--- config.mk ---
export PLATFORM = sky130hd
export DESIGN_NAME = ssa_mac
export DESIGN_NICKNAME = d
export VERILOG_FILES = /design/src/design/ssa_pkg.sv /design/src/design/ssa_mac.sv
export SDC_FILE = /design/constraint.sdc
export NUM_CORES = 1
export LEC_CHECK = 0
export ABC_AREA = 1
export BUFFER_PORTS_ARGS = -buffer_cell sky130_fd_sc_hd__buf_2
export CAP_MARGIN = 10
export CELL_PAD_IN_SITES_DETAIL_PLACEMENT = 0
export CELL_PAD_IN_SITES_GLOBAL_PLACEMENT = 1
export CORE_MARGIN = 1.5
export CORE_UTILIZATION = 46
export CTS_BUF_LIST = sky130_fd_sc_hd__clkbuf_8
export DETAILED_ROUTE_END_ITERATION = 8
export PLACE_DENSITY = 0.82
export REMOVE_ABC_BUFFERS = 1
export SYNTH_ARGS = -nofsm -noshare
export SYNTH_HDL_FRONTEND = slang
export SYNTH_SLANG_ARGS = --single-unit
--- constraint.sdc ---
create_clock -name aclk -period 8.8 [get_ports aclk]
set_input_delay 1.32 -clock aclk [delete_from_list [all_inputs] [get_ports aclk]]
set_output_delay 1.32 -clock aclk [all_outputs]
set_load 0.005 [all_outputs]
--- src/design/ssa_pkg.sv ---
// ----------------------------------------------------------------------------
// ssa_pkg
// Shared constants, action codes and types of the sparse scatter-accumulate
// unit.
// ----------------------------------------------------------------------------
package ssa_pkg;

    localparam int SSA_TABLE_ROWS = 1024;
    localparam int SSA_LATENT_DIM = 8;

    localparam int SSA_IDX_W   = 10;
    localparam int SSA_LAT_W   = 3;
    localparam int SSA_VAL_W   = 16;
    localparam int SSA_PROD_W  = 32;
    localparam int SSA_ACC_W   = 48;
    localparam int SSA_ACT_W   = 2;
    localparam int SSA_S_DATA_W = 40;
    localparam int SSA_M_DATA_W = 48;
    localparam int SSA_PADDR_W = 3;
    localparam int SSA_PDATA_W = 32;

    localparam logic [SSA_ACT_W-1:0] SSA_ACT_LOAD  = 2'd0;
    localparam logic [SSA_ACT_W-1:0] SSA_ACT_CLEAR = 2'd1;
    localparam logic [SSA_ACT_W-1:0] SSA_ACT_ACCUM = 2'd2;
    localparam logic [SSA_ACT_W-1:0] SSA_ACT_READ  = 2'd3;

    localparam logic [SSA_PADDR_W-1:0] SSA_REG_DIRECTION = 3'd0;

    typedef struct packed {
        logic busy;
        logic sat;
    } ssa_mac_status_t;

endpackage

--- src/design/ssa_mac.sv ---
// ----------------------------------------------------------------------------
// ssa_mac
// Multiply and saturating accumulate pipeline. Takes the factor and
// accumulator words read for one element and returns the updated
// accumulator word for write-back, summed from the registered product.
// ----------------------------------------------------------------------------
module ssa_mac
    import ssa_pkg::*;
#(
    parameter int ADDR_W = 13
) (
    input  logic                        aclk,
    input  logic                        aresetn,
    input  logic                        issue_valid,
    input  logic [ADDR_W-1:0]           issue_addr,
    input  logic signed [SSA_VAL_W-1:0] value,
    input  logic [SSA_VAL_W-1:0]        factor_rdata,
    input  logic [SSA_ACC_W-1:0]        accum_rdata,
    output logic                        wr_en,
    output logic [ADDR_W-1:0]           wr_addr,
    output logic [SSA_ACC_W-1:0]        wr_data,
    output ssa_mac_status_t             status
);

    logic                         v1_reg;
    logic                         v2_reg;
    logic [ADDR_W-1:0]            a1_reg;
    logic [ADDR_W-1:0]            a2_reg;
    logic signed [SSA_PROD_W-1:0] prod_reg;
    logic [SSA_ACC_W-1:0]         acc_reg;
    logic [SSA_ACC_W:0]           sum;
    logic                         ovf;

    always_ff @(posedge aclk) begin
        if (!aresetn) begin
            v1_reg <= 1'b0;
            v2_reg <= 1'b0;
        end else begin
            v1_reg <= issue_valid;
            v2_reg <= v1_reg;
        end
        a1_reg   <= issue_addr;
        a2_reg   <= a1_reg;
        prod_reg <= $signed(factor_rdata) * value;
        acc_reg  <= accum_rdata;
    end

    assign sum = {acc_reg[SSA_ACC_W-1], acc_reg}
               + {{(SSA_ACC_W + 1 - SSA_PROD_W){prod_reg[SSA_PROD_W-1]}}, prod_reg};
    assign ovf = sum[SSA_ACC_W] != sum[SSA_ACC_W-1];

    always_comb begin
        if (!ovf) begin
            wr_data = sum[SSA_ACC_W-1:0];
        end else if (sum[SSA_ACC_W]) begin
            wr_data = {1'b1, {(SSA_ACC_W-1){1'b0}}};
        end else begin
            wr_data = {1'b0, {(SSA_ACC_W-1){1'b1}}};
        end
    end

    assign wr_en       = v2_reg;
    assign wr_addr     = a2_reg;
    assign status.busy = v1_reg | v2_reg;
    assign status.sat  = v2_reg & ovf;

endmodule

==> results of run 1 <==
-- cell families (layout without fill, tap and decap cells) --
family / Yosys count / after routing / synth area share, %
adders and majority gates: 393 / 393 / 40.9
AOI/OAI and AO/OA: 173 / 173 / 5.75
buffers and inverters: 650 / 757 / 14.7
xor gates and xnor gates: 66 / 66 / 3.43
and+or+nand+nor: 913 / 913 / 22.4
DFF: 108 / 108 / 12.8
-- cells in the final DEF, fill, tap and decap left out, drive strengths merged, types with 3 or more instances in the layout --
cell and instances:
dfxtp 108, buf 159, nand3 57, o21ai 51, ha 130, fa 263
nand4 30, a21oi 87, nand2 653, nor2 145, xor2 32, o21bai 23
inv 584, clkinv 5, clkbuf 9, a21o 3, or2 5, xnor2 34
nor3 19
-- final timing paths --
| check | end | slack, ns | cells past startpoint |
|---|---|---|---|
| worst max register to register | wr_en$_SDFF_PN0_ | 8.32 | 2 |
| worst min register to register | wr_addr[2]$_DFF_P_ | 0.34 | 0 |
| worst max-delay path | prod_reg[24]$_DFF_P_ | 2.01 | 20 |
| worst min-delay path | wr_addr[2]$_DFF_P_ | 0.34 | 0 |
-- through the flow --
| step | utilization [%] | area [sq um] | cells |
|---|---|---|---|
| 2_1_floorplan | - | 16600 | 2235 |
| 3_3_place_gp | 50.0 | 17900 | 2855 |
| 3_5_place_dp | 50.0 | 17900 | 2855 |
| 4_1_cts | 50.6 | 18100 | 2871 |
| 5_1_grt | 50.6 | 18100 | 2871 |
| 6_report | 50.6 | 18100 | 2871 |
-- worst max-delay path, stage by stage --
cell and delay, ns:
buf_2 0.09, inv_1 0.53, nor2_1 0.15, fa_1 0.48, fa_1 0.56, fa_1 0.46
fa_1 0.48, fa_1 0.53, inv_1 0.05, fa_1 0.47, inv_1 0.04, ha_1 0.40
nand2_1 0.10, inv_1 0.08, nand2_1 0.06, nor3_1 0.58, nand4_1 0.20, nand3_1 0.25
a21oi_1 0.12, xnor2_1 0.13
-- layout make-up --
cell class	instances	share of cell area, %
clock buffers	9	0.683
clock inverters	7	0.503
inverters	582	12.0
multi-input cells	1545	67.3
flip-flops and latches	108	11.9
well taps	461	3.18
repair buffers	159	4.39
-- layer usage --
metal,vias to the layer above,track usage [%],share of wire (%)
met5,-,0,0
met4,0,4.28,1.1
met3,32,3.24,4.7
met2,317,45.9,50
met1,6859,32.7,45
li1,6959,-,-
==> impl_metrics.env, run 1 <==
export IMPL_synth_area_leaders="fa_1 31%, nand2_1 14%, dfxtp_1 13%"
export IMPL_wl_mm=46.4
export IMPL_coreArea_sq_mm=0.0358
export IMPL_status="complete, no violations"
export IMPL_post_dp_hpwl_mm=40.6
export IMPL_yosysMostFrequentCell="nand2_1"
export IMPL_clock_path_buffers=2
export IMPL_final_nets=2894
export IMPL_core_rowCount=69
export IMPL_grt_pass1_vias=14908
export IMPL_dpl_worst_slack_ns=1.56
export IMPL_worst_slack_ns=2.01
export IMPL_clock_sinks=108
export IMPL_syn_inst=2303
export IMPL_post_synth_top_area_fraction_pct=31.2
export IMPL_detail_route_wl_per_cell_microns=16.2
export IMPL_insertion_delay_ns=0.41
export IMPL_cts_tree="yes"
export IMPL_startpoint_type="primary input"
export IMPL_synth_top_cell_by_area="fa_1"
export IMPL_multi_input_area_sq_mm=0.0122
export IMPL_post_cts_buffers=0
export IMPL_path_clk_slew_ns=0.13
export IMPL_drt_iter0_drc=737
export IMPL_min_path_type="flip-flop to flip-flop"
export IMPL_grt_overflow=0
export IMPL_synth_avg_cell_area_sq_um=7.32
export IMPL_rsz0062_at_grt="no"
export IMPL_post_drt_via_cell_ratio=4.93
export IMPL_cts_resized=0
export IMPL_largest_register_ffs=48
export IMPL_endpoint_kind="flip-flop"
export IMPL_min_from="a1_reg[2]$_DFF_P_"
export IMPL_maxSlewHeadroom_pct=32.7
export IMPL_hold_viol=0
export IMPL_reg2reg_from="v1_reg$_SDFF_PN0_"
export IMPL_ff_latch_area_sq_mm=0.00216
export IMPL_critPathMaxFanout=17
export IMPL_cp_arrival_ns=7.10
export IMPL_dieArea_sq_mm=0.0378
export IMPL_synth_warnings=0
export IMPL_gp_congestion=0.925
export IMPL_cts_buffers=9
export IMPL_route_detailed_drc=0
export IMPL_cap_violations=0
export IMPL_synth_edf_count=0
export IMPL_clock_skew_ns=0.0110
export IMPL_layout_min_cycle_time_ns=6.79
export IMPL_grt_usage_pct=25.3
export IMPL_holdWs_ns=0.339
export IMPL_cts_root_buffer="clkbuf_8"
export IMPL_drt_pass1_iterations=6
export IMPL_fin_crit_sh_pct=77.2
export IMPL_fin_tns_setup_ns=0
export IMPL_worstMarginPinSlew_ns=1.01
export IMPL_crit_required_ns=9.11
export IMPL_num_fill_cells=3625
export IMPL_synth_flop_cell="dfxtp_1"
export IMPL_final_max_slew_viol_count=0
export IMPL_synth_top_cells_by_count="617 x nand2_1, 568 x inv_1, 263 x fa_1, 135 x nor2_1, 130 x ha_1"
export IMPL_grt_pass1_wl_mm=76.2
export IMPL_antennaDiodeCount=0
export IMPL_drive_gt1_share_pct=10.2
export IMPL_vias=14167
export IMPL_ant_nets=0
export IMPL_ios=160
export IMPL_grt_max_degree=49
export IMPL_area_growth_pct=7.64
export IMPL_fmax_ghz=0.147
export IMPL_setup_viol=0
export IMPL_die_w_microns=194
export IMPL_async_reset_ff_share_pct=0
export IMPL_ys_types=39
export IMPL_yosys_register_bits=108
export IMPL_die_y_microns=194
export IMPL_ys_seq_area_share_pct=12.8
export IMPL_cts_htree_levels=3
export IMPL_start_util_pct=47.0
export IMPL_port_buffers=159
export IMPL_crit_type="primary input to flip-flop"
export IMPL_synth_area_sq_mm=0.0169
export IMPL_antenna_found_initial=1
export IMPL_hold_buffers=0
export IMPL_critPathLaunch="value[15]"
Power of run 1 is not shown: default switching activity piles up to over one toggle a cycle in this logic, so the estimate is an artifact.
==> run 2, diff against run 1 <==
- clock period: 8.8 -> 6.5 ns (I/O delays scaled with it)
==> run 2 against run 1 <==
Via count decreased by 0.23%. Sequential share of layout area shrank 0.090 points. Highest routed layer unchanged. Count of clock-buffer cells in the layout unchanged. First-iteration DRC count is 1.6% lower. Hold slack worse by 0.0072 ns. Critical endpoint is now prod_reg[31]$_DFF_P_. Cell count rose by 0.66%.
==> impl_metrics.env, run 2 (same netlist as run 1, synthesis figures left out) <==
export IMPL_min_path_type="flip-flop to flip-flop"
export IMPL_num_fill_cells=3596
export IMPL_route_detailed_drc=0
export IMPL_startpoint_type="primary input"
export IMPL_hold_buffers=0
export IMPL_drive_gt1_share_pct=10.8
export IMPL_cts_tree="yes"
export IMPL_setup_viol=0
export IMPL_worstMarginPinSlew_ns=0.981
export IMPL_ant_nets=0
export IMPL_core_rowCount=69
export IMPL_rsz0062_at_grt="no"
export IMPL_largest_register_ffs=48
export IMPL_gp_congestion=0.921
export IMPL_detail_route_wl_per_cell_microns=16.0
export IMPL_coreArea_sq_mm=0.0358
export IMPL_dieArea_sq_mm=0.0378
export IMPL_grt_pass1_wl_mm=76.0
export IMPL_drt_pass1_iterations=5
export IMPL_status="complete, no violations"
export IMPL_maxSlewHeadroom_pct=34.4
export IMPL_cts_buffers=9
export IMPL_die_w_microns=194
export IMPL_insertion_delay_ns=0.40
export IMPL_clock_path_buffers=2
export IMPL_port_buffers=159
export IMPL_post_cts_buffers=0
export IMPL_final_max_slew_viol_count=0
export IMPL_crit_type="primary input to flip-flop"
export IMPL_layout_min_cycle_time_ns=6.06
export IMPL_wl_mm=46.2
export IMPL_cts_htree_levels=3
export IMPL_final_nets=2912
export IMPL_cp_arrival_ns=6.40
export IMPL_endpoint_kind="flip-flop"
export IMPL_hold_viol=0
export IMPL_cts_root_buffer="clkbuf_8"
export IMPL_vias=14134
export IMPL_clock_skew_ns=0.00942
export IMPL_drt_iter0_drc=725
export IMPL_antenna_found_initial=1
export IMPL_fin_crit_sh_pct=93.3
export IMPL_cap_violations=0
export IMPL_grt_overflow=0
export IMPL_final_common_cell="nand2_1"
export IMPL_path_clk_slew_ns=0.13
export IMPL_layout_common_cells="617 x nand2_1, 568 x inv_1, 263 x fa_1"
export IMPL_cts_resized=0
export IMPL_clock_sinks=108
export IMPL_crit_required_ns=6.84
export IMPL_fmax_ghz=0.165
export IMPL_grt_usage_pct=25.2
export IMPL_start_util_pct=47.0
export IMPL_critPathMaxFanout=16
export IMPL_fin_tns_setup_ns=0
export IMPL_grt_pass1_vias=14796
export IMPL_area_growth_pct=8.45
export IMPL_post_drt_via_cell_ratio=4.89
export IMPL_post_dp_hpwl_mm=40.5
export IMPL_grt_max_degree=49
export IMPL_ios=160
export IMPL_die_y_microns=194
[run 2: cell count changes in the layout (fill, tap and decap cells not counted), sizes merged]
cell   delta
buf      +18
diode     +1
[run 2: final timing paths]
check | depth (start not counted) | startpoint | slack, ns | to
setup reg to reg | 2 | v1_reg$_SDFF_PN0_ | 6.02 | wr_en$_SDFF_PN0_
hold reg to reg | 0 | a1_reg[1]$_DFF_P_ | 0.33 | wr_addr[1]$_DFF_P_
setup / recovery | 19 | value[1] | 0.44 | prod_reg[31]$_DFF_P_
hold / removal | 0 | a1_reg[1]$_DFF_P_ | 0.33 | wr_addr[1]$_DFF_P_
[run 2: metrics by stage]
step / instance area [sq um] / utilization (%) / std cells / hold WS, ns / setup WS [ns]
finish: 18300 / 51.0 / 2890 / 0.332 / 0.437
global route: 18300 / 51.0 / 2889 / 0.344 / 0.143
CTS: 18300 / 51.0 / 2889 / 0.336 / 0.444
detailed placement: 18100 / 50.4 / 2873 / 0.312 / 0.00766
global placement: 18100 / 50.4 / 2873 / 0.310 / 0.0434
floorplan: 16600 / - / 2235 / 0.310 / 0.664
[run 2: worst max-delay path, stage by stage]
cell and delay, ns:
buf_2 0.34, nand2_1 0.17, inv_1 0.15, fa_1 0.55
fa_1 0.61, buf_4 0.15, fa_1 0.44, fa_1 0.50
fa_1 0.49, inv_1 0.05, fa_1 0.47, inv_1 0.04
ha_1 0.33, a21oi_1 0.23, o21ai_0 0.20, a21oi_1 0.18
nor2_1 0.06, a211oi_1 0.29, xnor2_1 0.15
[run 2: routing by layer]
metal	vias to the layer above	routed length, microns	track usage (%)	part of all wire (%)
met3	35	2040	2.26	4.4
li1	7003	-	-	-
met1	6790	20800	33.2	45
met5	-	0	0	0
met4	0	507	4.14	1.1
met2	306	22800	45.4	49
[run 2: layout make-up]
class | instances | area [sq um] | area share (%)
well taps | 461 | 577 | 3.16
multi-input cells | 1545 | 12200 | 66.8
clock inverters | 7 | 91.3 | 0.500
repair buffers | 177 | 931 | 5.09
flip-flops and latches | 108 | 2160 | 11.8
clock buffers | 9 | 124 | 0.678
diodes | 1 | 2.50 | 0.0137
inverters | 582 | 2180 | 11.9
Power of run 2 is left out for the same reason.
==> run 3, diff against run 2 <==
- CTS_BUF_LIST: sky130_fd_sc_hd__clkbuf_8 -> sky130_fd_sc_hd__clkbuf_2
==> run 3 against run 2 <==
Final area fell by 0.42%. Clock skew rose by 0.017 ns. Maximum frequency rose by 5.0%. Critical path type unchanged. Die area did not move.
==> impl_metrics.env, run 3 (same netlist as run 1, synthesis figures left out) <==
export IMPL_post_cts_buffers=0
export IMPL_gp_congestion=0.921
export IMPL_cts_tree="yes"
export IMPL_fmax_ghz=0.173
export IMPL_post_drt_via_cell_ratio=4.89
export IMPL_hold_end="wr_addr[1]$_DFF_P_"
export IMPL_num_fill_cells=3606
export IMPL_clock_sinks=108
export IMPL_hold_viol=0
export IMPL_wl_mm=46.1
export IMPL_route_detailed_drc=0
export IMPL_fin_tns_setup_ns=0
export IMPL_cap_violations=0
export IMPL_insertion_delay_ns=0.67
export IMPL_antenna_found_initial=2
export IMPL_drt_iter0_drc=739
export IMPL_fin_crit_sh_pct=88.8
export IMPL_holdWs_ns=0.326
export IMPL_detail_route_wl_per_cell_microns=15.9
export IMPL_hold_buffers=0
export IMPL_grt_overflow=0
export IMPL_layout_common_cells="617 x nand2_1, 568 x inv_1, 263 x fa_1"
export IMPL_r2r_slack_ns=6.03
export IMPL_final_nets=2912
export IMPL_dieArea_sq_mm=0.0378
export IMPL_drive_gt1_share_pct=10.8
export IMPL_grt_usage_pct=25.2
export IMPL_reg2reg_from="v1_reg$_SDFF_PN0_"
export IMPL_start_util_pct=47.0
export IMPL_status="complete, no violations"
export IMPL_setup_viol=0
export IMPL_hold_depth=0
export IMPL_die_w_microns=194
export IMPL_crit_type="primary input to flip-flop"
export IMPL_coreArea_sq_mm=0.0358
export IMPL_port_buffers=159
export IMPL_endpoint_kind="flip-flop"
export IMPL_cts_buffers=9
export IMPL_drt_pass1_iterations=7
export IMPL_min_from="a1_reg[1]$_DFF_P_"
export IMPL_cp_arrival_ns=6.40
export IMPL_cts_resized=0
export IMPL_r2r_end="wr_en$_SDFF_PN0_"
export IMPL_path_clk_slew_ns=0.36
export IMPL_crit_required_ns=7.13
export IMPL_clock_path_buffers=2
export IMPL_ios=160
export IMPL_rsz0062_at_grt="no"
export IMPL_cts_root_buffer="clkbuf_2"
export IMPL_reg2reg_depth=2
export IMPL_area_growth_pct=8.00
export IMPL_clock_skew_ns=0.0268
export IMPL_vias=14130
export IMPL_grt_max_degree=49
export IMPL_final_common_cell="nand2_1"
export IMPL_min_path_type="flip-flop to flip-flop"
export IMPL_cts_htree_levels=3
export IMPL_final_max_slew_viol_count=0
export IMPL_critPathMaxFanout=16
export IMPL_post_dp_hpwl_mm=40.5
export IMPL_largest_register_ffs=48
export IMPL_startpoint_type="primary input"
export IMPL_die_y_microns=194
export IMPL_grt_pass1_vias=14783
export IMPL_maxSlewHeadroom_pct=34.4
export IMPL_ant_nets=0
export IMPL_worstMarginPinSlew_ns=0.980
export IMPL_core_rowCount=69
export IMPL_grt_pass1_wl_mm=76.0
export IMPL_layout_min_cycle_time_ns=5.77
-- run 3: critical path, cell delays in order --
cell and delay [ns]:
buf_2 0.34, nand2_1 0.17, inv_1 0.15, fa_1 0.54, fa_1 0.61, buf_4 0.15
fa_1 0.44, fa_1 0.50, fa_1 0.49, inv_1 0.05, fa_1 0.47, inv_1 0.04
ha_1 0.33, a21oi_1 0.23, o21ai_0 0.20, a21oi_1 0.18, nor2_1 0.06, a211oi_1 0.29
xnor2_1 0.15
-- run 3: worst max path at each step --
stage | start | end | slack (ns) | cells after the start
detailed placement | value[1] | prod_reg[31]$_DFF_P_ | 0.008 | 19
CTS | value[1] | prod_reg[31]$_DFF_P_ | 0.76 | 19
global route | value[1] | prod_reg[31]$_DFF_P_ | 0.47 | 20
finish | value[1] | prod_reg[31]$_DFF_P_ | 0.73 | 19
floorplan | factor_rdata[15] | prod_reg[28]$_DFF_P_ | 0.66 | 19
global placement | value[1] | prod_reg[31]$_DFF_P_ | 0.04 | 19
-- run 3: per-layer routing --
layer	wire, microns	global-route usage, %	part of all wire, %	vias up
met5	0	0	0	-
met4	461	3.62	1.0	0
met3	2150	2.27	4.7	31
met2	22800	45.6	50	322
met1	20700	33.2	45	6777
li1	-	-	-	7000
-- run 3: per-stage QoR --
| stage | cell area [sq um] | util, % | worst slack [ns] | instances |
|---|---|---|---|---|
| after detailed placement | 18100 | 50.4 | 0.00766 | 2873 |
| after floorplan | 16600 | - | 0.664 | 2235 |
| final | 18200 | 50.8 | 0.728 | 2891 |
| after global placement | 18100 | 50.4 | 0.0434 | 2873 |
| after CTS | 18200 | 50.8 | 0.761 | 2889 |
| after global routing | 18200 | 50.8 | 0.467 | 2890 |
-- run 3: final cells by class --
cell class	count	area, sq um	share of cell area (%)
Antenna cell	2	5.00	0.0275
Sequential cell	108	2160	11.9
Clock buffer	9	45.0	0.247
Clock inverter	7	91.3	0.502
Multi-Input combinational cell	1545	12200	67.1
Tap cell	461	577	3.17
Timing Repair Buffer	177	931	5.11
Inverter	582	2180	12.0
Power of run 3 is left out for the same reason.
